**config.mk**
```make
export PLATFORM = sky130hd
export DESIGN_NAME = bezier_path_flattener_unit
export DESIGN_NICKNAME = d
export VERILOG_FILES = /design/src/hdl/bpf_pkg.sv /design/src/hdl/bezier_path_flattener_unit.sv /design/src/hdl/bpf_mac.sv /design/src/hdl/bpf_coef.sv
export SDC_FILE = /design/constraint.sdc
export NUM_CORES = 2
export LEC_CHECK = 0
export ABC_AREA = 1
export BUFFER_PORTS_ARGS = -buffer_cell sky130_fd_sc_hd__buf_4
export CAP_MARGIN = 20
export CORE_AREA = 2 2 436 438
export CTS_BUF_LIST = sky130_fd_sc_hd__clkbuf_4 sky130_fd_sc_hd__clkbuf_8
export CTS_CLUSTER_SIZE = 20
export DETAILED_ROUTE_END_ITERATION = 8
export DIE_AREA = 0 0 438 440
export PLACE_DENSITY = 0.54
export SYNTH_ARGS = -nofsm -noshare
export SYNTH_HDL_FRONTEND = slang
export SYNTH_SLANG_ARGS = --single-unit
```
**constraint.sdc**
```tcl
create_clock -name clk -period 38.2 [get_ports clk]
set_clock_uncertainty 0.2 [all_clocks]
set_input_delay 5.73 -clock clk [delete_from_list [all_inputs] [get_ports clk]]
set_output_delay 5.73 -clock clk [all_outputs]
set_load 0.01 [all_outputs]
```
**src/hdl/bpf_pkg.sv**
```systemverilog
// shared types and constants of the path flattener
// no dependencies
`default_nettype none

package bpf_pkg;

  // point and accumulator widths
  localparam int unsigned PT_W  = 24;
  localparam int unsigned ACC_W = 48;
  localparam int unsigned REQ_W = 3;
  localparam int unsigned KIND_W = 2;

  // request codes
  localparam logic [REQ_W-1:0] REQ_MOVE  = 3'd0;
  localparam logic [REQ_W-1:0] REQ_LINE  = 3'd1;
  localparam logic [REQ_W-1:0] REQ_QUAD  = 3'd2;
  localparam logic [REQ_W-1:0] REQ_CUBIC = 3'd3;
  localparam logic [REQ_W-1:0] REQ_CLOSE = 3'd4;

  // result kinds
  localparam logic [KIND_W-1:0] KIND_VERTEX = 2'd0;
  localparam logic [KIND_W-1:0] KIND_FIRST  = 2'd1;
  localparam logic [KIND_W-1:0] KIND_CLOSED = 2'd2;

  // horner step index within one coordinate
  localparam logic [1:0] STEP_A = 2'd0;
  localparam logic [1:0] STEP_B = 2'd1;
  localparam logic [1:0] STEP_C = 2'd2;

  typedef enum logic [2:0] {
    ST_IDLE,
    ST_COEF,
    ST_MAC,
    ST_SAMPLE,
    ST_FLUSH,
    ST_MARK,
    ST_POINT
  } bpf_state_t;

endpackage

`default_nettype wire

```
**src/hdl/bezier_path_flattener_unit.sv**
```systemverilog
// Path flattener: one item at a time, in_ready high only when idle.
// Move/line/close: accept, then ST_MARK (closed marker) and/or ST_POINT (vertex) as needed;
// with no open contour, line, curve and close stop at the accept; unknown codes always do.
// Curves: accept, a coefficient state, then for each sample k = 1..SAMPLES-1 3 horner
// steps per coordinate plus a compare, then a flush; output back-pressure stalls these.
// Reset (rst_n low, synchronous) clears the state, contour flag and previous point.
`default_nettype none

module bezier_path_flattener_unit #(
  parameter int unsigned SAMPLES = 5
) (
  input  logic                               clk,
  input  logic                               rst_n,
  input  logic                               in_valid,
  output logic                               in_ready,
  input  logic        [bpf_pkg::REQ_W-1:0]   in_req_type,
  input  logic signed [bpf_pkg::PT_W-1:0]    in_ctrl_a_x,
  input  logic signed [bpf_pkg::PT_W-1:0]    in_ctrl_a_y,
  input  logic signed [bpf_pkg::PT_W-1:0]    in_ctrl_b_x,
  input  logic signed [bpf_pkg::PT_W-1:0]    in_ctrl_b_y,
  input  logic signed [bpf_pkg::PT_W-1:0]    in_end_x,
  input  logic signed [bpf_pkg::PT_W-1:0]    in_end_y,
  output logic                               out_valid,
  input  logic                               out_ready,
  output logic        [bpf_pkg::KIND_W-1:0]  out_kind,
  output logic signed [bpf_pkg::PT_W-1:0]    out_vertex_x,
  output logic signed [bpf_pkg::PT_W-1:0]    out_vertex_y,
  output logic                               out_last
);
  import bpf_pkg::*;

  localparam int unsigned LOG_N = $clog2(SAMPLES - 1);
  localparam int unsigned SH    = 3 * LOG_N;
  localparam int unsigned K_W   = $clog2(SAMPLES);
  localparam logic signed [ACC_W-1:0] V_MAX = ACC_W'((64'd1 << (PT_W - 1)) - 64'd1);
  localparam logic signed [ACC_W-1:0] V_MIN = ~V_MAX;

  bpf_state_t state_r, state_nxt;

  // request registers
  logic [REQ_W-1:0]        req_r;
  logic signed [PT_W-1:0]  pa_x_r, pa_y_r, pb_x_r, pb_y_r, pe_x_r, pe_y_r;

  // architectural state
  logic signed [PT_W-1:0]  prev_x_r, prev_y_r;
  logic                    open_r;

  // sampling state
  logic signed [ACC_W-1:0] cax_r, cbx_r, ccx_r, cdx_r;
  logic signed [ACC_W-1:0] cay_r, cby_r, ccy_r, cdy_r;
  logic signed [ACC_W-1:0] acc_r;
  logic [K_W-1:0]          k_r;
  logic [1:0]              step_r;
  logic                    coord_r;
  logic signed [PT_W-1:0]  sx_r, lx_r, ly_r, pend_x_r, pend_y_r;
  logic                    pend_valid_r;

  // output register
  logic                    out_valid_r;
  logic [KIND_W-1:0]       out_kind_r;
  logic signed [PT_W-1:0]  out_x_r, out_y_r;
  logic                    out_last_r;

  // combinational helpers
  logic                    accept, can_load, is_cubic, k_last, diff, stall;
  logic                    emit, emit_last;
  logic [KIND_W-1:0]       emit_kind;
  logic signed [PT_W-1:0]  emit_x, emit_y;
  logic signed [ACC_W-1:0] nax, nbx, ncx, ndx, nay, nby, ncy, ndy;
  logic signed [ACC_W-1:0] mac_opnd, mac_add, mac_res, shv;
  logic signed [PT_W-1:0]  cur_v;

  assign in_ready = (state_r == ST_IDLE);
  assign accept   = in_valid && in_ready;
  assign can_load = !out_valid_r || out_ready;
  assign is_cubic = (req_r == REQ_CUBIC);
  assign k_last   = (k_r == K_W'(SAMPLES - 1));

  // coefficient lanes for x and y
  bpf_coef #(.LOG_N(LOG_N)) u_coef_x (
    .is_cubic (is_cubic),
    .p0       (prev_x_r),
    .pa       (pa_x_r),
    .pb       (pb_x_r),
    .pe       (pe_x_r),
    .ca       (nax),
    .cb       (nbx),
    .cc       (ncx),
    .cd       (ndx)
  );

  bpf_coef #(.LOG_N(LOG_N)) u_coef_y (
    .is_cubic (is_cubic),
    .p0       (prev_y_r),
    .pa       (pa_y_r),
    .pb       (pb_y_r),
    .pe       (pe_y_r),
    .ca       (nay),
    .cb       (nby),
    .cc       (ncy),
    .cd       (ndy)
  );

  // operand selection for the shared multiply-add
  always_comb begin
    mac_opnd = acc_r;
    case (step_r)
      STEP_A: begin
        mac_opnd = coord_r ? cay_r : cax_r;
        mac_add  = coord_r ? cby_r : cbx_r;
      end
      STEP_B: mac_add = coord_r ? ccy_r : ccx_r;
      STEP_C: mac_add = coord_r ? cdy_r : cdx_r;
      default: mac_add = '0;
    endcase
  end

  bpf_mac #(.K_W(K_W)) u_mac (
    .opnd   (mac_opnd),
    .mul_k  (k_r),
    .addend (mac_add),
    .res    (mac_res)
  );

  // round (half already added) and saturate the finished coordinate
  assign shv   = acc_r >>> SH;
  assign cur_v = (shv > V_MAX) ? V_MAX[PT_W-1:0] :
                 (shv < V_MIN) ? V_MIN[PT_W-1:0] : shv[PT_W-1:0];
  assign diff  = (sx_r != lx_r) || (cur_v != ly_r);
  assign stall = (state_r == ST_SAMPLE) && diff && pend_valid_r && !can_load;

  // next state
  always_comb begin
    state_nxt = state_r;
    case (state_r)
      ST_IDLE: begin
        if (accept) begin
          case (in_req_type)
            REQ_MOVE:  state_nxt = open_r ? ST_MARK : ST_POINT;
            REQ_LINE:  state_nxt = open_r ? ST_POINT : ST_IDLE;
            REQ_QUAD,
            REQ_CUBIC: state_nxt = open_r ? ST_COEF : ST_IDLE;
            REQ_CLOSE: state_nxt = open_r ? ST_MARK : ST_IDLE;
            default:   state_nxt = ST_IDLE;
          endcase
        end
      end
      ST_COEF: state_nxt = ST_MAC;
      ST_MAC: begin
        if (coord_r && (step_r == STEP_C)) state_nxt = ST_SAMPLE;
      end
      ST_SAMPLE: begin
        if (!stall) state_nxt = k_last ? ST_FLUSH : ST_MAC;
      end
      ST_FLUSH: begin
        if (!pend_valid_r || can_load) state_nxt = ST_IDLE;
      end
      ST_MARK: begin
        if (can_load) state_nxt = (req_r == REQ_CLOSE) ? ST_IDLE : ST_POINT;
      end
      ST_POINT: begin
        if (can_load) state_nxt = ST_IDLE;
      end
      default: state_nxt = ST_IDLE;
    endcase
  end

  // result selection
  always_comb begin
    emit      = 1'b0;
    emit_kind = KIND_VERTEX;
    emit_x    = pend_x_r;
    emit_y    = pend_y_r;
    emit_last = 1'b0;
    case (state_r)
      ST_SAMPLE: emit = diff && pend_valid_r && can_load;
      ST_FLUSH: begin
        emit      = pend_valid_r && can_load;
        emit_last = 1'b1;
      end
      ST_MARK: begin
        emit      = can_load;
        emit_kind = KIND_CLOSED;
        emit_x    = '0;
        emit_y    = '0;
        emit_last = (req_r == REQ_CLOSE);
      end
      ST_POINT: begin
        emit      = can_load;
        emit_kind = (req_r == REQ_MOVE) ? KIND_FIRST : KIND_VERTEX;
        emit_x    = pe_x_r;
        emit_y    = pe_y_r;
        emit_last = 1'b1;
      end
      default: emit = 1'b0;
    endcase
  end

  // control state
  always_ff @(posedge clk) begin
    if (!rst_n) begin
      state_r      <= ST_IDLE;
      open_r       <= 1'b0;
      prev_x_r     <= '0;
      prev_y_r     <= '0;
      pend_valid_r <= 1'b0;
      out_valid_r  <= 1'b0;
      k_r          <= '0;
      step_r       <= STEP_A;
      coord_r      <= 1'b0;
    end else begin
      state_r <= state_nxt;

      // output slot
      if (emit) out_valid_r <= 1'b1;
      else if (out_ready) out_valid_r <= 1'b0;

      case (state_r)
        ST_IDLE: begin
          // line or curve with no open contour only moves the pen
          if (accept && !open_r && ((in_req_type == REQ_LINE) ||
              (in_req_type == REQ_QUAD) || (in_req_type == REQ_CUBIC))) begin
            prev_x_r <= in_end_x;
            prev_y_r <= in_end_y;
          end
        end
        ST_COEF: begin
          k_r          <= K_W'(1);
          step_r       <= STEP_A;
          coord_r      <= 1'b0;
          pend_valid_r <= 1'b0;
        end
        ST_MAC: begin
          if (step_r == STEP_C) begin
            step_r  <= STEP_A;
            coord_r <= !coord_r;
          end else begin
            step_r <= step_r + 2'd1;
          end
        end
        ST_SAMPLE: begin
          if (!stall) begin
            if (diff) pend_valid_r <= 1'b1;
            k_r <= k_r + K_W'(1);
          end
        end
        ST_FLUSH: begin
          if (!pend_valid_r || can_load) begin
            pend_valid_r <= 1'b0;
            prev_x_r     <= pe_x_r;
            prev_y_r     <= pe_y_r;
          end
        end
        ST_MARK: begin
          if (can_load && (req_r == REQ_CLOSE)) begin
            open_r   <= 1'b0;
            prev_x_r <= '0;
            prev_y_r <= '0;
          end
        end
        ST_POINT: begin
          if (can_load) begin
            prev_x_r <= pe_x_r;
            prev_y_r <= pe_y_r;
            if (req_r == REQ_MOVE) open_r <= 1'b1;
          end
        end
        default: begin
          open_r <= open_r;
        end
      endcase
    end
  end

  // payload registers
  always_ff @(posedge clk) begin
    if (accept) begin
      req_r  <= in_req_type;
      pa_x_r <= in_ctrl_a_x;
      pa_y_r <= in_ctrl_a_y;
      pb_x_r <= in_ctrl_b_x;
      pb_y_r <= in_ctrl_b_y;
      pe_x_r <= in_end_x;
      pe_y_r <= in_end_y;
    end

    // coefficients and the starting sample
    if (state_r == ST_COEF) begin
      cax_r <= nax;
      cbx_r <= nbx;
      ccx_r <= ncx;
      cdx_r <= ndx;
      cay_r <= nay;
      cby_r <= nby;
      ccy_r <= ncy;
      cdy_r <= ndy;
      lx_r  <= prev_x_r;
      ly_r  <= prev_y_r;
    end

    // horner step; x result is taken as y starts
    if (state_r == ST_MAC) begin
      acc_r <= mac_res;
      if (coord_r && (step_r == STEP_A)) sx_r <= cur_v;
    end

    // new distinct sample becomes pending
    if ((state_r == ST_SAMPLE) && !stall && diff) begin
      pend_x_r <= sx_r;
      pend_y_r <= cur_v;
      lx_r     <= sx_r;
      ly_r     <= cur_v;
    end

    if (emit) begin
      out_kind_r <= emit_kind;
      out_x_r    <= emit_x;
      out_y_r    <= emit_y;
      out_last_r <= emit_last;
    end
  end

  assign out_valid    = out_valid_r;
  assign out_kind     = out_kind_r;
  assign out_vertex_x = out_x_r;
  assign out_vertex_y = out_y_r;
  assign out_last     = out_last_r;

endmodule

`default_nettype wire

```
**src/hdl/bpf_mac.sv**
```systemverilog
// shared multiply-add unit: res = opnd * k + addend
// depends on bpf_pkg
`default_nettype none

module bpf_mac #(
  parameter int unsigned K_W = 3
) (
  input  logic signed [bpf_pkg::ACC_W-1:0] opnd,
  input  logic        [K_W-1:0]            mul_k,
  input  logic signed [bpf_pkg::ACC_W-1:0] addend,
  output logic signed [bpf_pkg::ACC_W-1:0] res
);
  import bpf_pkg::*;

  logic signed [ACC_W+K_W:0] prod;

  // k is unsigned, so widen it with a zero sign bit
  assign prod = opnd * $signed({1'b0, mul_k});
  assign res  = prod[ACC_W-1:0] + addend;

endmodule

`default_nettype wire

```
**src/hdl/bpf_coef.sv**
```systemverilog
// power-basis coefficients of one coordinate, scaled to the cubic denominator
// depends on bpf_pkg
`default_nettype none

module bpf_coef #(
  parameter int unsigned LOG_N = 2
) (
  input  logic                             is_cubic,
  input  logic signed [bpf_pkg::PT_W-1:0]  p0,
  input  logic signed [bpf_pkg::PT_W-1:0]  pa,
  input  logic signed [bpf_pkg::PT_W-1:0]  pb,
  input  logic signed [bpf_pkg::PT_W-1:0]  pe,
  output logic signed [bpf_pkg::ACC_W-1:0] ca,
  output logic signed [bpf_pkg::ACC_W-1:0] cb,
  output logic signed [bpf_pkg::ACC_W-1:0] cc,
  output logic signed [bpf_pkg::ACC_W-1:0] cd
);
  import bpf_pkg::*;

  localparam int unsigned SH = 3 * LOG_N;
  localparam logic signed [ACC_W-1:0] HALF = ACC_W'((64'd1 << SH) >> 1);

  logic signed [ACC_W-1:0] e0, ea, eb, ee;
  logic signed [ACC_W-1:0] a_cub, t_cub, b_cub, u_dif, c_cub;
  logic signed [ACC_W-1:0] b_quad, c_quad;

  // sign extend the points
  assign e0 = ACC_W'(p0);
  assign ea = ACC_W'(pa);
  assign eb = ACC_W'(pb);
  assign ee = ACC_W'(pe);

  // cubic: a = pe - 3pb + 3pa - p0, b = 3(pb - 2pa + p0), c = 3(pa - p0)
  assign a_cub = ee - eb - (eb <<< 1) + ea + (ea <<< 1) - e0;
  assign t_cub = eb - (ea <<< 1) + e0;
  assign b_cub = t_cub + (t_cub <<< 1);
  assign u_dif = ea - e0;
  assign c_cub = u_dif + (u_dif <<< 1);

  // quadratic: b = pe - 2pa + p0, c = 2(pa - p0), one extra factor n on each term
  assign b_quad = ee - (ea <<< 1) + e0;
  assign c_quad = u_dif <<< 1;

  // horner form ((a k + b n) k + c n^2) k + p0 n^3 + rounding half
  assign ca = is_cubic ? a_cub : '0;
  assign cb = (is_cubic ? b_cub : b_quad) <<< LOG_N;
  assign cc = (is_cubic ? c_cub : c_quad) <<< (2 * LOG_N);
  assign cd = (e0 <<< SH) + HALF;

endmodule

`default_nettype wire

```
==> qor.txt <==
Max FO, Critical Path: 5
die width: 438 microns
Worst Tran Pin Value: 1140 ps
GR Layer Usage met3: 3.77%
Worst setup SP type: register
fmax: 126 MHz
nature of the critical path endpoint: output pin
synthesized area: 56,100 sq um
final WL: 207 mm
Hold/Removal Path Class: register to register
reg2reg setup slack: 31,070 ps
Core ar.: 189,000 sq um
CTS max path bufs: 3
Post-route DRC: 0
Synthesis Warnings: 0
max_slew headroom: 23.5%
first-pass GRT wire length: 300 mm
Final ANT Viol Nets: 0
synthesized area per cell: 8.66 sq um
Iter 0 DRT Violations: 4,172
final period utilization: 20.8%
worst hold endpoint: cdy_r[7]$_DFFE_PP_
Fillers: 19.7k
CTS root buffer: clkbuf_8
Most used DFF post-synth: edfxtp_1
clk slew on worst S/H paths: 60 ps
CP required: 32,270 ps
min Tclk post-route: 7930 ps
Seq/Total Area, Yosys: 35.4%
TNS Setup: 0 ps
R2R Path End: cax_r[47]$_SDFFCE_PN0P_
Setup Fix Bufs, Post-CTS: 0
Worst R2R Start: pb_x_r[5]$_DFFE_PP_
Setup CP Type: register to output pin
clock tree sinks: 682
I/O Pins: 204
first-pass iteration count of the detailed router: 6
Die Height: 440 microns
hpwl dp: 168 mm
met1 usage in global routing: 27.1%
final-report hold violation count: 0
status: complete, no violations
Arr. time, crit path: 2000 ps
Syn-to-layout area delta: 12.9%
Post-synth EDFFs: 622
GRT busiest layer: met2
Cells after Synth: 6,481
clk_lat worst skew: 910 ps
GR Overflow Total: 0
H-Tree Depth: 4
asr flop ratio synth: 0%
Final setup violation count: 0
Initial Util: 29.8%
WHS Path Cells: 0
CTS resizes: 0
Rows: 160
Final Max Tran Viols: 0
number of CTS-inserted buffers: 130
Hold Buf Count CTS: 0
Synth Register Bits: 682
wire per inst: 22.1 microns
initial antenna violation count: 6
Multi-input gate area: 31,600 sq um
via count: 46.7k
Via density: 5.01
max cap viols: 0
largest net degree at the start of global routing: 94
gpl congestion: 0.970
GR Util All Layers: 21.1%
worst r2r path cells: 22
Distinct cells, synth: 56
Register Area: 19,900 sq um
met2 usage: 35.4%
Nets: 7,666
die area: 193,000 sq um
syn nets: 7,431
CTS tree: yes
Hold Path Origin: prev_y_r[1]$_SDFFE_PN0P_
Port Buffer Count: 203
unrepaired setup endpoints after global routing: false
vias in the first global route: 44.6k
share of layout cells above drive strength 1: 8.13%
==> kinds of logic (layout without fill, tap and decap cells) <==
kind of cell | Yosys count | count (layout) | share of synthesized area, %
AOI/OAI and AO/OA | 1500 | 1500 | 15.1
muxes | 3 | 3 | 0.0579
adders and majority gates | 799 | 799 | 22.3
and+or+nand+nor | 1965 | 1965 | 14.3
DFF | 682 | 682 | 35.4
buffers and inverters | 1254 | 1589 | 8.49
other | 0 | 5 | 0
xor gates and xnor gates | 278 | 278 | 4.34
==> synthesized netlist by cell type, types with 61 or more instances <==
library cell / number / area, sq um
a211oi_1: 61 / 458
a21oi_1: 564 / 2820
clkbuf_1: 119 / 447
edfxtp_1: 622 / 18700
fa_1: 334 / 6690
ha_1: 465 / 5820
inv_1: 1102 / 4140
nand2_1: 1046 / 3930
nand3_1: 178 / 891
nor2_1: 547 / 2050
o21ai_0: 564 / 2820
xnor2_1: 126 / 1100
xor2_1: 152 / 1330
==> worst max-delay path by stage <==
stage | to | cells after the start | slack [ps] | startpoint
after floorplan | lx_r[0]$_DFFE_PP_ | 6 | 23750 | state_r[0]$_SDFFE_PN0P_
after global placement | ly_r[18]$_DFFE_PP_ | 11 | 29460 | out_ready
after detailed placement | ly_r[21]$_DFFE_PP_ | 11 | 29420 | out_ready
after CTS | in_ready | 4 | 30180 | state_r[2]$_SDFFE_PN0P_
after global routing | in_ready | 4 | 30090 | state_r[2]$_SDFFE_PN0P_
final | in_ready | 4 | 30270 | state_r[2]$_SDFFE_PN0P_
==> flip-flops by register name, summed over array words and instances (netlist names), 24 cells and up <==
| signal | count |
|---|---|
| pend_y_r | 24 |
| out_vertex_y | 24 |
| pa_y_r | 24 |
| pend_x_r | 24 |
| pe_x_r | 24 |
| cay_r | 48 |
| pe_y_r | 24 |
| pb_x_r | 24 |
| ccx_r | 27 |
| ccy_r | 27 |
| sx_r | 24 |
| pb_y_r | 24 |
| cdy_r | 24 |
| lx_r | 24 |
| cby_r | 29 |
| pa_x_r | 24 |
| out_vertex_x | 24 |
| cax_r | 48 |
| ly_r | 24 |
| prev_y_r | 24 |
| prev_x_r | 24 |
| cbx_r | 29 |
| cdx_r | 24 |
| acc_r | 48 |
==> metrics by stage <==
stage	cells	util, %	hold WS (ps)	worst slack (ps)	instance area [sq um]
after global placement	9093	32.2	275	29460	60700
after detailed placement	9094	32.2	291	29420	60700
final	9332	33.6	303	30270	63400
after floorplan	6481	-	250	23750	56100
after CTS	9326	33.6	300	30180	63300
after global routing	9331	33.6	322	30090	63400
==> area by class of cell <==
type | count | share of cell area, %
clock buffers | 167 | 3.28
multi-input cells | 4545 | 49.9
diodes | 5 | 0.0197
well taps | 2511 | 4.96
clock inverters | 65 | 0.938
inverters | 1105 | 6.55
repair buffers | 252 | 3.03
flip-flops and latches | 682 | 31.4
==> critical path: stages, from the launching register on <==
cell     delay, ps
dfxtp_1        450
inv_1          160
nand2_1        200
inv_1          130
buf_4          170
==> placed cells by master (no fill, tap or decap), types with 61 or more instances in the layout <==
cell and count:
o21ai_0 563, edfxtp_1 622, nand2_1 1044, nor2_1 541, a211oi_1 61, xnor2_1 126
clkbuf_8 132, xor2_1 152, inv_1 1100, buf_4 250, fa_1 334, nand3_1 177
a21oi_1 563, ha_1 465
==> per-layer routing <==
metal / vias to the layer above / part of all wire, %
li1: 22300 / -
met3: 313 / 6.2
met4: 2 / 3.9
met2: 1517 / 48
met5: - / 0.063
met1: 22600 / 42
Power is not shown: default switching activity piles up to over one toggle a cycle in this logic, so the estimate is an artifact.
